File: config.mk
export PLATFORM = sky130hd
export DESIGN_NAME = reconnect_backoff_rotator
export DESIGN_NICKNAME = d
export VERILOG_FILES = /design/src/hw/rtl/rbr_pkg.sv /design/src/hw/rtl/reconnect_backoff_rotator.sv /design/src/hw/rtl/rbr_ctrl.sv /design/src/hw/rtl/rbr_datapath.sv
export SDC_FILE = /design/constraint.sdc
export NUM_CORES = 1
export LEC_CHECK = 0
export BUFFER_PORTS_ARGS = -buffer_cell sky130_fd_sc_hd__buf_4
export CAP_MARGIN = 10
export CORE_ASPECT_RATIO = 0.5
export CORE_MARGIN = 8
export CORE_UTILIZATION = 53
export CTS_CLUSTER_DIAMETER = 150
export DETAILED_ROUTE_END_ITERATION = 8
export GPL_TIMING_DRIVEN = 0
export PLACE_DENSITY = 0.78
export SYNTH_ARGS = -nofsm -noshare
export SYNTH_HDL_FRONTEND = slang
export SYNTH_SLANG_ARGS = --single-unit
File: constraint.sdc
create_clock -name aclk -period 5.7 [get_ports aclk]
set_clock_uncertainty 0.15 [all_clocks]
set_input_delay 0.855 -clock aclk [delete_from_list [all_inputs] [get_ports aclk]]
set_output_delay 0.855 -clock aclk [all_outputs]
set_load 0.02 [all_outputs]
File: src/hw/rtl/rbr_pkg.sv
// Shared types and constants for the reconnect backoff rotator.
`timescale 1ns / 1ps
`default_nettype none

package rbr_pkg;

    localparam int SLOT_COUNT    = 4;
    localparam int MASK_W        = 4;
    localparam int DELAY_W       = 31;
    localparam int TIME_W        = 32;
    localparam int COUNT_W       = 32;
    localparam int SLOT_W        = 2;
    localparam int CFG_ADDR_W    = 2;
    localparam int IN_TDATA_W    = 40;
    localparam int OUT_TDATA_W   = 8;

    localparam logic [MASK_W-1:0] PRESENT_MASK =
        (SLOT_COUNT >= MASK_W) ? {MASK_W{1'b1}} : MASK_W'((1 << SLOT_COUNT) - 1);

    localparam logic [MASK_W-1:0]  SLOT_MASK_RST = '0;
    localparam logic [DELAY_W-1:0] MIN_DELAY_RST = DELAY_W'(5000);
    localparam logic [DELAY_W-1:0] MAX_DELAY_RST = DELAY_W'(300000);

    typedef enum logic [CFG_ADDR_W-1:0] {
        REG_SLOT_MASK = 2'd0,
        REG_MIN_DELAY = 2'd1,
        REG_MAX_DELAY = 2'd2
    } cfg_reg_t;

    typedef struct packed {
        logic load_in;
        logic eval;
        logic commit;
    } rbr_cmd_t;

    typedef struct packed {
        logic out_valid;
    } rbr_sts_t;

endpackage

`default_nettype wire

File: src/hw/rtl/reconnect_backoff_rotator.sv
// Top level of the reconnect backoff rotator.
//
// Each input item is one tick: enable flag, link-up flag and a wrapping
// millisecond time. Each tick produces exactly one result item that reports
// a link change, the recorded link state, and whether a reconnect attempt
// starts, on which credential slot, or that no slot holds credentials.
// Configuration is to be written by the user through cfg_we, cfg_addr and
// cfg_wdata only while the block is idle, which the block does not enforce:
// index 0 is the slot mask, 1 the minimum and 2 the maximum retry delay in milliseconds.
// An item is captured at acceptance, evaluated (elapsed time, slot pick,
// doubled delay) in S_EVAL, and the state update then loads the result
// register in S_COMMIT. The controller handles one item at a time, so it
// takes no new item until the previous one has been committed.
// A new item is accepted while the previous result still waits in the
// result register; if the receiver stalls, the update step waits until that
// register empties, and s_tready stays low meanwhile.
// Reset clears the backoff state, loads the configuration defaults and
// empties the result register.
`timescale 1ns / 1ps
`default_nettype none

module reconnect_backoff_rotator #(
    parameter int SLOT_COUNT = rbr_pkg::SLOT_COUNT
) (
    input  wire logic                           aclk,
    input  wire logic                           aresetn,
    input  wire logic                           cfg_we,
    input  wire logic [rbr_pkg::CFG_ADDR_W-1:0] cfg_addr,
    input  wire logic [rbr_pkg::DELAY_W-1:0]    cfg_wdata,
    input  wire logic                           s_tvalid,
    output logic                                s_tready,
    // Fields from bit 0: enabled, link_up, now_ms[31:0], zero padding.
    input  wire logic [rbr_pkg::IN_TDATA_W-1:0] s_tdata,
    output logic                                m_tvalid,
    input  wire logic                           m_tready,
    // Fields from bit 0: link_changed, link_state, attempt_started,
    // attempt_slot[1:0], no_credentials, zero padding.
    output logic [rbr_pkg::OUT_TDATA_W-1:0]     m_tdata
);
    import rbr_pkg::*;

    rbr_cmd_t cmd;
    rbr_sts_t sts;

    rbr_ctrl u_ctrl (
        .aclk     (aclk),
        .aresetn  (aresetn),
        .s_tvalid (s_tvalid),
        .s_tready (s_tready),
        .m_tready (m_tready),
        .sts      (sts),
        .cmd      (cmd)
    );

    rbr_datapath #(
        .SLOT_COUNT (SLOT_COUNT)
    ) u_datapath (
        .aclk      (aclk),
        .aresetn   (aresetn),
        .cfg_we    (cfg_we),
        .cfg_addr  (cfg_addr),
        .cfg_wdata (cfg_wdata),
        .s_tdata   (s_tdata),
        .m_tready  (m_tready),
        .m_tvalid  (m_tvalid),
        .m_tdata   (m_tdata),
        .cmd       (cmd),
        .sts       (sts)
    );

endmodule

`default_nettype wire

File: src/hw/rtl/rbr_ctrl.sv
// Controller state machine that sequences one item through the datapath.
`timescale 1ns / 1ps
`default_nettype none

module rbr_ctrl (
    input  wire logic              aclk,
    input  wire logic              aresetn,
    input  wire logic              s_tvalid,
    output logic                   s_tready,
    input  wire logic              m_tready,
    input  wire rbr_pkg::rbr_sts_t sts,
    output rbr_pkg::rbr_cmd_t      cmd
);
    import rbr_pkg::*;

    typedef enum logic [2:0] {
        S_IDLE   = 3'b001,
        S_EVAL   = 3'b010,
        S_COMMIT = 3'b100
    } state_t;

    state_t state_reg;
    state_t state_next;

    always_ff @(posedge aclk) begin
        if (!aresetn) begin
            state_reg <= S_IDLE;
        end else begin
            state_reg <= state_next;
        end
    end

    always_comb begin
        state_next  = state_reg;
        cmd         = '0;
        s_tready    = 1'b0;
        case (state_reg)
            S_IDLE: begin
                s_tready = 1'b1;
                if (s_tvalid) begin
                    cmd.load_in = 1'b1;
                    state_next  = S_EVAL;
                end
            end
            S_EVAL: begin
                cmd.eval   = 1'b1;
                state_next = S_COMMIT;
            end
            S_COMMIT: begin
                // The result register must be free or emptying this cycle.
                if (!sts.out_valid || m_tready) begin
                    cmd.commit = 1'b1;
                    state_next = S_IDLE;
                end
            end
            default: begin
                state_next = S_IDLE;
            end
        endcase
    end

endmodule

`default_nettype wire

File: src/hw/rtl/rbr_datapath.sv
// Datapath: configuration, backoff state, slot selection and result register.
`timescale 1ns / 1ps
`default_nettype none

module rbr_datapath #(
    parameter int SLOT_COUNT = rbr_pkg::SLOT_COUNT
) (
    input  wire logic                                aclk,
    input  wire logic                                aresetn,
    input  wire logic                                cfg_we,
    input  wire logic [rbr_pkg::CFG_ADDR_W-1:0]      cfg_addr,
    input  wire logic [rbr_pkg::DELAY_W-1:0]         cfg_wdata,
    input  wire logic [rbr_pkg::IN_TDATA_W-1:0]      s_tdata,
    input  wire logic                                m_tready,
    output logic                                     m_tvalid,
    output logic [rbr_pkg::OUT_TDATA_W-1:0]          m_tdata,
    input  wire rbr_pkg::rbr_cmd_t                   cmd,
    output rbr_pkg::rbr_sts_t                        sts
);
    import rbr_pkg::*;

    localparam logic [MASK_W-1:0] SLOT_SEL_MASK =
        (SLOT_COUNT >= MASK_W) ? {MASK_W{1'b1}} : MASK_W'((1 << SLOT_COUNT) - 1);

    // Configuration registers.
    logic [MASK_W-1:0]  slot_mask_reg;
    logic [DELAY_W-1:0] min_delay_reg;
    logic [DELAY_W-1:0] max_delay_reg;

    // Captured item.
    logic               en_reg;
    logic               up_reg;
    logic [TIME_W-1:0]  now_reg;

    // Backoff state.
    logic               was_linked_reg;
    logic [TIME_W-1:0]  last_attempt_reg;
    logic [DELAY_W-1:0] retry_delay_reg;
    logic [COUNT_W-1:0] rot_count_reg;
    logic [1:0]         rot_mod3_reg;

    // Evaluation results.
    logic               due_reg;
    logic               has_slot_reg;
    logic [SLOT_W-1:0]  slot_reg;
    logic [DELAY_W-1:0] delay_dbl_reg;

    // Result register.
    logic                   out_valid_reg;
    logic                   out_valid_next;
    logic [OUT_TDATA_W-1:0] out_data_reg;

    logic [MASK_W-1:0]  present;
    logic [2:0]         slot_num;
    logic [SLOT_W-1:0]  pick;
    logic [SLOT_W-1:0]  pick_slot;
    logic [2:0]         seen;
    logic               found;
    logic [TIME_W-1:0]  elapsed;
    logic               due;
    logic [DELAY_W:0]   doubled;
    logic [DELAY_W-1:0] delay_dbl;
    logic               changed;
    logic               started;
    logic               no_cred;
    logic [1:0]         mod3_next;

    always_ff @(posedge aclk) begin
        if (!aresetn) begin
            slot_mask_reg <= SLOT_MASK_RST;
            min_delay_reg <= MIN_DELAY_RST;
            max_delay_reg <= MAX_DELAY_RST;
        end else if (cfg_we) begin
            case (cfg_addr)
                REG_SLOT_MASK: slot_mask_reg <= cfg_wdata[MASK_W-1:0];
                REG_MIN_DELAY: min_delay_reg <= cfg_wdata;
                REG_MAX_DELAY: max_delay_reg <= cfg_wdata;
                default: begin
                end
            endcase
        end
    end

    always_ff @(posedge aclk) begin
        if (cmd.load_in) begin
            en_reg  <= s_tdata[0];
            up_reg  <= s_tdata[1];
            now_reg <= s_tdata[TIME_W+1:2];
        end
    end

    // Present slots, their number and the rotation index modulo that number.
    always_comb begin
        present  = slot_mask_reg & SLOT_SEL_MASK;
        slot_num = 3'(present[0]) + 3'(present[1]) + 3'(present[2]) + 3'(present[3]);
        case (slot_num)
            3'd2:    pick = {1'b0, rot_count_reg[0]};
            3'd3:    pick = rot_mod3_reg;
            3'd4:    pick = rot_count_reg[1:0];
            default: pick = '0;
        endcase
    end

    always_comb begin
        seen      = '0;
        found     = 1'b0;
        pick_slot = '0;
        for (int i = 0; i < MASK_W; i++) begin
            if (present[i] && !found) begin
                if (seen[SLOT_W-1:0] == pick) begin
                    pick_slot = SLOT_W'(i);
                    found     = 1'b1;
                end
                seen = seen + 3'd1;
            end
        end
    end

    always_comb begin
        elapsed   = now_reg - last_attempt_reg;
        due       = en_reg && !up_reg &&
                    ((last_attempt_reg == '0) || (elapsed >= {1'b0, retry_delay_reg}));
        doubled   = {retry_delay_reg, 1'b0};
        delay_dbl = (doubled > {1'b0, max_delay_reg}) ? max_delay_reg
                                                     : doubled[DELAY_W-1:0];
    end

    always_ff @(posedge aclk) begin
        if (cmd.eval) begin
            due_reg       <= due;
            has_slot_reg  <= (slot_num != 3'd0);
            slot_reg      <= pick_slot;
            delay_dbl_reg <= delay_dbl;
        end
    end

    // The residue modulo three restarts when the counter wraps to zero.
    always_comb begin
        if (rot_count_reg == {COUNT_W{1'b1}}) begin
            mod3_next = 2'd0;
        end else if (rot_mod3_reg == 2'd2) begin
            mod3_next = 2'd0;
        end else begin
            mod3_next = rot_mod3_reg + 2'd1;
        end
        changed = en_reg && (up_reg != was_linked_reg);
        started = due_reg && has_slot_reg;
        no_cred = due_reg && !has_slot_reg;
    end

    always_ff @(posedge aclk) begin
        if (!aresetn) begin
            was_linked_reg   <= 1'b0;
            last_attempt_reg <= '0;
            retry_delay_reg  <= MIN_DELAY_RST;
            rot_count_reg    <= '0;
            rot_mod3_reg     <= '0;
        end else if (cmd.commit && en_reg) begin
            was_linked_reg <= up_reg;
            if (up_reg) begin
                last_attempt_reg <= '0;
                retry_delay_reg  <= min_delay_reg;
                rot_count_reg    <= '0;
                rot_mod3_reg     <= '0;
            end else if (due_reg) begin
                last_attempt_reg <= now_reg;
                retry_delay_reg  <= delay_dbl_reg;
                if (has_slot_reg) begin
                    rot_count_reg <= rot_count_reg + COUNT_W'(1);
                    rot_mod3_reg  <= mod3_next;
                end
            end
        end
    end

    always_comb begin
        if (cmd.commit) begin
            out_valid_next = 1'b1;
        end else if (m_tready) begin
            out_valid_next = 1'b0;
        end else begin
            out_valid_next = out_valid_reg;
        end
    end

    always_ff @(posedge aclk) begin
        if (!aresetn) begin
            out_valid_reg <= 1'b0;
        end else begin
            out_valid_reg <= out_valid_next;
        end
    end

    always_ff @(posedge aclk) begin
        if (cmd.commit) begin
            out_data_reg <= {2'b00, no_cred,
                             started ? slot_reg : {SLOT_W{1'b0}},
                             started,
                             en_reg ? up_reg : was_linked_reg,
                             changed};
        end
    end

    assign m_tvalid      = out_valid_reg;
    assign m_tdata       = out_data_reg;
    assign sts.out_valid = out_valid_reg;

endmodule

`default_nettype wire

==> key figures, run 1 <==
Detailed routing
  • Routed vias: 11.74k
  • Drt drc: 0
  • Via/cell ratio: 5.796
  • Detail Route Antenna Nets: 0
  • DRT iter0 DRCs: 1,163
  • Initial DRT Pass Iterations: 5
  • WL/cell: 17.98 um
  • WL final: 36,430 um

Power
  • Worst VDD drop: 0.2009 mV
  • Switching Share: 24.69%
  • Psw: 0.9722 mW
  • Combinational Power Share: 11.2%
  • Internal power: 2.965 mW
  • PD cells: 250.3 mW/mm^2
  • Clk pwr share: 41.7%
  • Part of the power in registers: 47.1%
  • Leak pwr: 6.485 nW

Clocking
  • Maximum root-to-sink buffer count: 3
  • Cts hold-fix bufs: 0
  • # resized after CTS: 0
  • CTS Buf Count: 23
  • Clk sinks: 243
  • Clock root buffer: clkbuf_16
  • CTS tree: yes
  • Clk pin slew, worst setup/hold paths: 70 ps
  • Clk_lat worst skew: 530 ps
  • Setup bufs post-CTS: 0
  • H-tree levels: 1

Floorplanning
  • Initial Util: 54.40%
  • Std-Cell Rows: 41
  • Die height: 130.3 um
  • Core Area: 0.02544 sq mm
  • Die Footprint: 0.03186 sq mm
  • Die W: 244.5 um
  • Ports: 88

Timing
  • RSZ-0062 raised after global routing: no
  • TNS Setup: 0 ps
  • Slew Viols, Final: 0
  • Setup ws final: 650.7 ps
  • Worst slew margin: 27.98%
  • Final hold viol count: 0
  • Highest clock rate: 198.0 MHz
  • Crit path time final: 5049 ps
  • Tcrit/Tclk final: 88.58%
  • Final Setup Violations: 0
  • Worst Tran Pin Value: 1080 ps

Worst setup path
  • CP required: 5830 ps
  • Crit-path max FO: 3
  • FF-to-FF path depth: 20
  • Crit path DAT: 5180 ps
  • Worst setup SP type: flip-flop
  • Critical path class: reg2reg
  • Crit. End Element: flip-flop
  • Flop2flop setup slack: 650 ps

Run
  • MaxCap Viol Count: 0

Final layout
  • Fill cells: 2,197
  • Util after Layout: 61.82%
  • ANT cells: 0
  • Final #Nets: 1,842
  • Most frequent cells in the layout: nand2_1 (223), dfxtp_1 (168), inv_1 (107)
  • Area Overhead vs Synth: 13.63%
  • Commonest non-fill, non-tap cell in the layout: nand2_1
  • Non-filler cells, final: 2,026
  • Layout cells sized above 1: 8.918%
  • Finished layout cell area: 0.01573 sq mm

Global routing
  • Overflow after GRT: 0
  • Largest net degree at the start of global routing: 35
  • Vias in the first global route: 11.24k
  • GR Util All Layers: 22.49%
  • First-pass GRT wire length: 58,530 um
  • Initial antenna violation count: 1

Logic synthesis
  • Yosys warning count: 0
  • Yosys reg bits: 243
  • Mapped cell area: 0.01384 sq mm
  • Count of cell types in the netlist: 72
  • Top-area cell type share of the netlist area: 24.30%
  • Ys flop type: dfxtp_1
  • Ys async rst share: 0%
  • Post-synthesis cell count: 1,557
  • Post-Syn Area per Cell: 8.890 sq um
  • Number of synthesized flops with an enable pin: 75
  • Post-synth top area cell: dfxtp_1
  • Synth top area cells: dfxtp_1 (24%), edfxtp_1 (16%), ha_1 (8.8%), nand2_1 (6.0%), mux2i_1 (4.7%)
  • Register area share after synthesis: 40.57%

Place
  • IO Port Bufs: 79
  • Placed inst area: 0.01491 sq mm
  • Placed cell count: 1,984
  • HPWL reported at the end of detailed placement: 27,130 um
  • RePlAce Congestion: 1.002
  • Pre-CTS setup slack: 713.4 ps

Worst hold path
  • Cell count of the worst hold path: 2
  • Tightest Hold Check Type: reg2reg

Status
  • Status: finished clean
synthesized netlist by cell type (all sizes together) (17+ instances only):
cell type / instances
and3: 19
nor2b: 45
xnor2: 22
edfxtp: 75
nor2: 68
a21boi: 55
buf: 17
ha: 97
dfxtp: 168
inv: 107
o211a: 27
a21oi: 44
nand3: 86
xor2: 30
clkbuf: 67
a22oi: 34
a21o: 31
nor3: 65
nand2: 224
mux2i: 65
o21ai: 31
o211ai: 21
nand4: 47
cells by family after synthesis:
family	after synthesis	share of synthesized area, %
simple gates	610	21.29
xor+xnor	52	3.290
mux	66	4.782
fa+ha+maj	100	9.130
other cells	1	0.02709
compound gates	294	15.60
buf+inv	191	5.315
flops	243	40.57
worst max-delay path, stage by stage (launching register included):
cell	delay, ps
edfxtp_1	390
inv_1	80
ha_1	160
inv_1	60
fa_1	430
a211oi_1	330
o211ai_1	180
a32o_1	270
o211ai_1	240
a21oi_1	160
a21o_1	200
a21oi_1	160
xnor2_1	170
ha_1	270
nand4_1	150
a211oi_1	70
a2111oi_0	330
o21ai_0	150
o2111ai_1	110
o211ai_1	290
o311a_1	440
per-stage QoR:
step	hold WS [ps]	total power [mW]
2_1_floorplan	290.3	2.182
3_3_place_gp	304.2	2.316
3_5_place_dp	310.0	2.325
4_1_cts	322.5	3.962
5_1_grt	327.8	4.090
6_report	322.3	3.937
routing by layer:
metal / vias to the layer above / global-route usage (%) / part of all wire (%)
met5: - / 0 / 0
met4: 0 / 6.243 / 2.1
met3: 59 / 4.141 / 8.3
met2: 450 / 36.26 / 44
met1: 5479 / 30.89 / 46
li1: 5755 / - / -
final cells by class:
cell class                      count  area (sq um)  area share [%]
Tap cell                          344         430.4           2.736
Buffer                             84         334.1           2.124
Multi-Input combinational cell   1124          7501           47.69
Timing Repair Buffer               82         626.9           3.985
Clock inverter                      9         83.83          0.5330
Inverter                          107         401.6           2.554
Sequential cell                   243          5615           35.70
Clock buffer                       33         735.7           4.677
path summary, 6_finish.rpt:
check | start | endpoint
min reg2reg | u_datapath.min_delay_reg[29] | u_datapath.min_delay_reg[29]
min | u_datapath.min_delay_reg[29] | u_datapath.min_delay_reg[29]
max reg2reg | u_datapath.now_reg[0] | u_datapath.due_reg
max | u_datapath.now_reg[0] | u_datapath.due_reg
power by group through the flow:
stage / combinational, mW / sequential (mW) / clock, mW
6_report: 0.439 / 1.86 / 1.64
5_1_grt: 0.487 / 1.86 / 1.74
4_1_cts: 0.435 / 1.85 / 1.67
3_5_place_dp: 0.432 / 1.89 / 0
3_3_place_gp: 0.423 / 1.89 / 0
2_1_floorplan: 0.301 / 1.88 / 0
Note: power is estimated with default switching activity, not from simulation.
==> run 2: changes to the inputs <==
--- a/config.mk
+++ b/config.mk
@@ -16,4 +16,5 @@
 export PLACE_DENSITY = 0.78
 export SYNTH_ARGS = -nofsm -noshare
 export SYNTH_HDL_FRONTEND = slang
+export SYNTH_HIERARCHICAL = 1
 export SYNTH_SLANG_ARGS = --single-unit
==> run 2 against run 1 <==
  * Via count down 13%
  * Clock power down 9%
  * Flip-flop and latch count unchanged
  * Routed wire length down 13%
  * Power down 4.6%
  * Die area down 6.9%
  * Area after synthesis down 7.6%
  * Core utilization down 1.1 points
  * First-iteration DRC count down 29%
  * Sequential share of layout area up 3.0 points
  * Register-to-register slack worse by 200 ps
  * Final cell count down 11%
==> key figures, run 2 <==
Power
  • Part of the power in registers: 49.2%
  • Combinational Power Share: 11.1%
  • Internal power: 2.833 mW
  • Switching Share: 24.57%
  • Psw: 0.9227 mW
  • PD cells: 259.0 mW/mm^2
  • Clk pwr share: 39.7%
  • Worst VDD drop: 0.1869 mV
  • Leak pwr: 6.077 nW

Clocking
  • Setup bufs post-CTS: 0
  • Clock root buffer: clkbuf_16
  • Cts hold-fix bufs: 0
  • # resized after CTS: 0
  • CTS tree: yes
  • Clk_lat worst skew: 540 ps
  • Clk sinks: 243
  • Maximum root-to-sink buffer count: 3
  • CTS Buf Count: 23
  • Clk pin slew, worst setup/hold paths: 70 ps
  • H-tree levels: 1

Worst setup path
  • Slowest-stage cell, CP: a211oi_1
  • Crit. End Element: flip-flop
  • Worst setup SP type: flip-flop
  • Crit-path max cell delay: 560 ps
  • Crit path cell chain: inv_1, ha_1, inv_1, fa_1, a21oi_1, o22ai_1, o211ai_2, o311ai_1, a221oi_2, o21bai_1, a21oi_1, xnor2_1, ha_1, o21ai_0, a21oi_1, o2111ai_1, nor4_1, a21oi_1, a311o_1, a211oi_1
  • CP required: 5800 ps
  • Flop2flop setup slack: 450 ps
  • Crit-path max FO: 4
  • Crit path DAT: 5350 ps
  • Most common cell on crit path: a21oi_1
  • Critical path class: reg2reg

Final layout
  • Most frequent cells in the layout: nand2_1 (211), dfxtp_1 (168), inv_1 (107)
  • Final #Nets: 1,645
  • Util after Layout: 60.74%
  • Area Overhead vs Synth: 13.36%
  • Fill cells: 1,971
  • Commonest non-fill, non-tap cell in the layout: nand2_1
  • Multi-input gate area: 0.006534 sq mm
  • Layout cells sized above 1: 9.238%
  • Reg area: 0.005615 sq mm

Logic synthesis
  • Post-synthesis cell count: 1,362
  • Post-Syn Area per Cell: 9.391 sq um
  • Mapped cell area: 0.01279 sq mm
  • Ys flop type: dfxtp_1
  • Top-count cell post-synth: nand2_1
  • Register area share after synthesis: 43.90%
  • Number of synthesized flops with an enable pin: 75
  • Yosys warning count: 6
  • Top-area cell type share of the netlist area: 26.29%
  • Synth top area cells: dfxtp_1 (26%), edfxtp_1 (18%), ha_1 (9.5%), nand2_1 (6.2%), mux2i_1 (5.0%)
  • Post-synth top area cell: dfxtp_1
  • Count of cell types in the netlist: 72
  • Yosys reg bits: 243
  • Ys async rst share: 0%
  • Post-synth top cells: nand2_1 (211), dfxtp_1 (168), inv_1 (107)

Timing
  • Final Setup Violations: 0
  • Worst Tran Pin Value: 968.0 ps
  • Crit path time final: 5249 ps
  • Tcrit/Tclk final: 92.09%
  • Setup ws final: 450.6 ps
  • Worst slew margin: 35.47%
  • Highest clock rate: 190.5 MHz
  • Final hold viol count: 0
  • WHS: 318.6 ps
  • TNS Setup: 0 ps
  • Slew Viols, Final: 0
  • RSZ-0062 raised after global routing: no

Detailed routing
  • Routed vias: 10.18k
  • Met2 Routed Length: 14,250 um
  • Via/cell ratio: 5.659
  • Highest Signal Layer: met4
  • DR WL met3: 2239 um
  • Drt drc: 0
  • Initial DRT Pass Iterations: 5
  • Detail Route Antenna Nets: 0
  • WL final: 31,820 um
  • Met1 wire length: 14,670 um
  • WL/cell: 17.69 um
  • DRT iter0 DRCs: 823

Global routing
  • Vias in the first global route: 9,902
  • First-pass GRT wire length: 51,210 um
  • Initial antenna violation count: 0
  • GR Util All Layers: 20.84%
  • Overflow after GRT: 0
  • Largest net degree at the start of global routing: 36

Status
  • Status: finished clean

Floorplanning
  • Core Area: 0.02387 sq mm
  • Ports: 88
  • Std-Cell Rows: 40
  • Die height: 125.9 um
  • Die Footprint: 0.02966 sq mm
  • Initial Util: 53.58%
  • Die W: 235.7 um

Place
  • IO Port Bufs: 79
  • HPWL reported at the end of detailed placement: 24,050 um
  • Pre-CTS setup slack: 497.5 ps
  • RePlAce Congestion: 0.9038

Worst hold path
  • Tightest Hold Check Type: reg2reg

Run
  • MaxCap Viol Count: 0
[run 2: cell count changes after synthesis, moves of 7 or more]
| cell | previous run | this run |
|---|---|---|
| a21oi_1 | 44 | 51 |
| and3_1 | 19 | 38 |
| clkbuf_1 | 67 | 44 |
| nand2_1 | 223 | 211 |
| nand3_1 | 86 | 21 |
| nand4_1 | 47 | 24 |
| nor2_1 | 68 | 54 |
| nor3_1 | 63 | 8 |
| o211a_1 | 27 | 1 |
| o21ai_0 | 23 | 34 |
| xnor2_1 | 22 | 34 |
[run 2: power groups by stage]
stage,clock network (mW),logic [mW],registers [mW]
after floorplan,0,0.280,1.88
after global placement,0,0.397,1.88
after detailed placement,0,0.412,1.88
after CTS,1.52,0.414,1.85
after global routing,1.58,0.460,1.85
final,1.49,0.417,1.85
[run 2: logic make-up after synthesis]
group           after synthesis  share of synthesized area (%)
fa+ha+maj                   100                          9.880
mux                          66                          5.184
compound gates              267                          14.46
other cells                   1                        0.02932
simple gates                461                          17.49
xor+xnor                     58                          3.971
flops                       243                          43.90
buf+inv                     166                          5.087
[run 2: worst max-delay path: cells and delay by family (launching register included)]
kind                       cells  cell delay, ps
AOI/OAI and AO/OA             13            3070
xor gates and xnor gates       1              90
and+or+nand+nor                1             310
adders and majority gates      3             860
DFF                            1             400
buffers and inverters          2             130
[run 2: final timing paths]
| check | cells after the start | from | endpoint |
|---|---|---|---|
| worst max-delay path | 20 | u_datapath/now_reg[0] | u_datapath/due_reg |
| worst min-delay path | 2 | u_datapath/max_delay_reg[21] | u_datapath/max_delay_reg[21] |
| worst max register to register | 20 | u_datapath/now_reg[0] | u_datapath/due_reg |
| worst min register to register | 2 | u_datapath/max_delay_reg[21] | u_datapath/max_delay_reg[21] |
[run 2: layout make-up]
cell class,instances,share of cell area [%]
inverter,107,2.770
sequential,243,38.73
clock inverter,14,0.8197
multi-input combinational,954,45.06
tap,315,2.718
buffer,59,1.717
clock buffer,26,4.047
antenna,1,0.01726
timing repair buffer,80,4.125
[run 2: layer usage]
layer,up-vias,GRT usage [%]
met2,322,34.10
met4,0,5.022
met5,-,0
met3,48,3.940
met1,4834,28.32
li1,4977,-
[run 2: metrics by stage]
step	area (sq um)	cells	power, mW
after floorplan	12790	1363	2.156
after global placement	13780	1757	2.280
after detailed placement	13790	1758	2.297
after CTS	14500	1798	3.780
after global routing	14500	1798	3.893
final	14500	1799	3.756
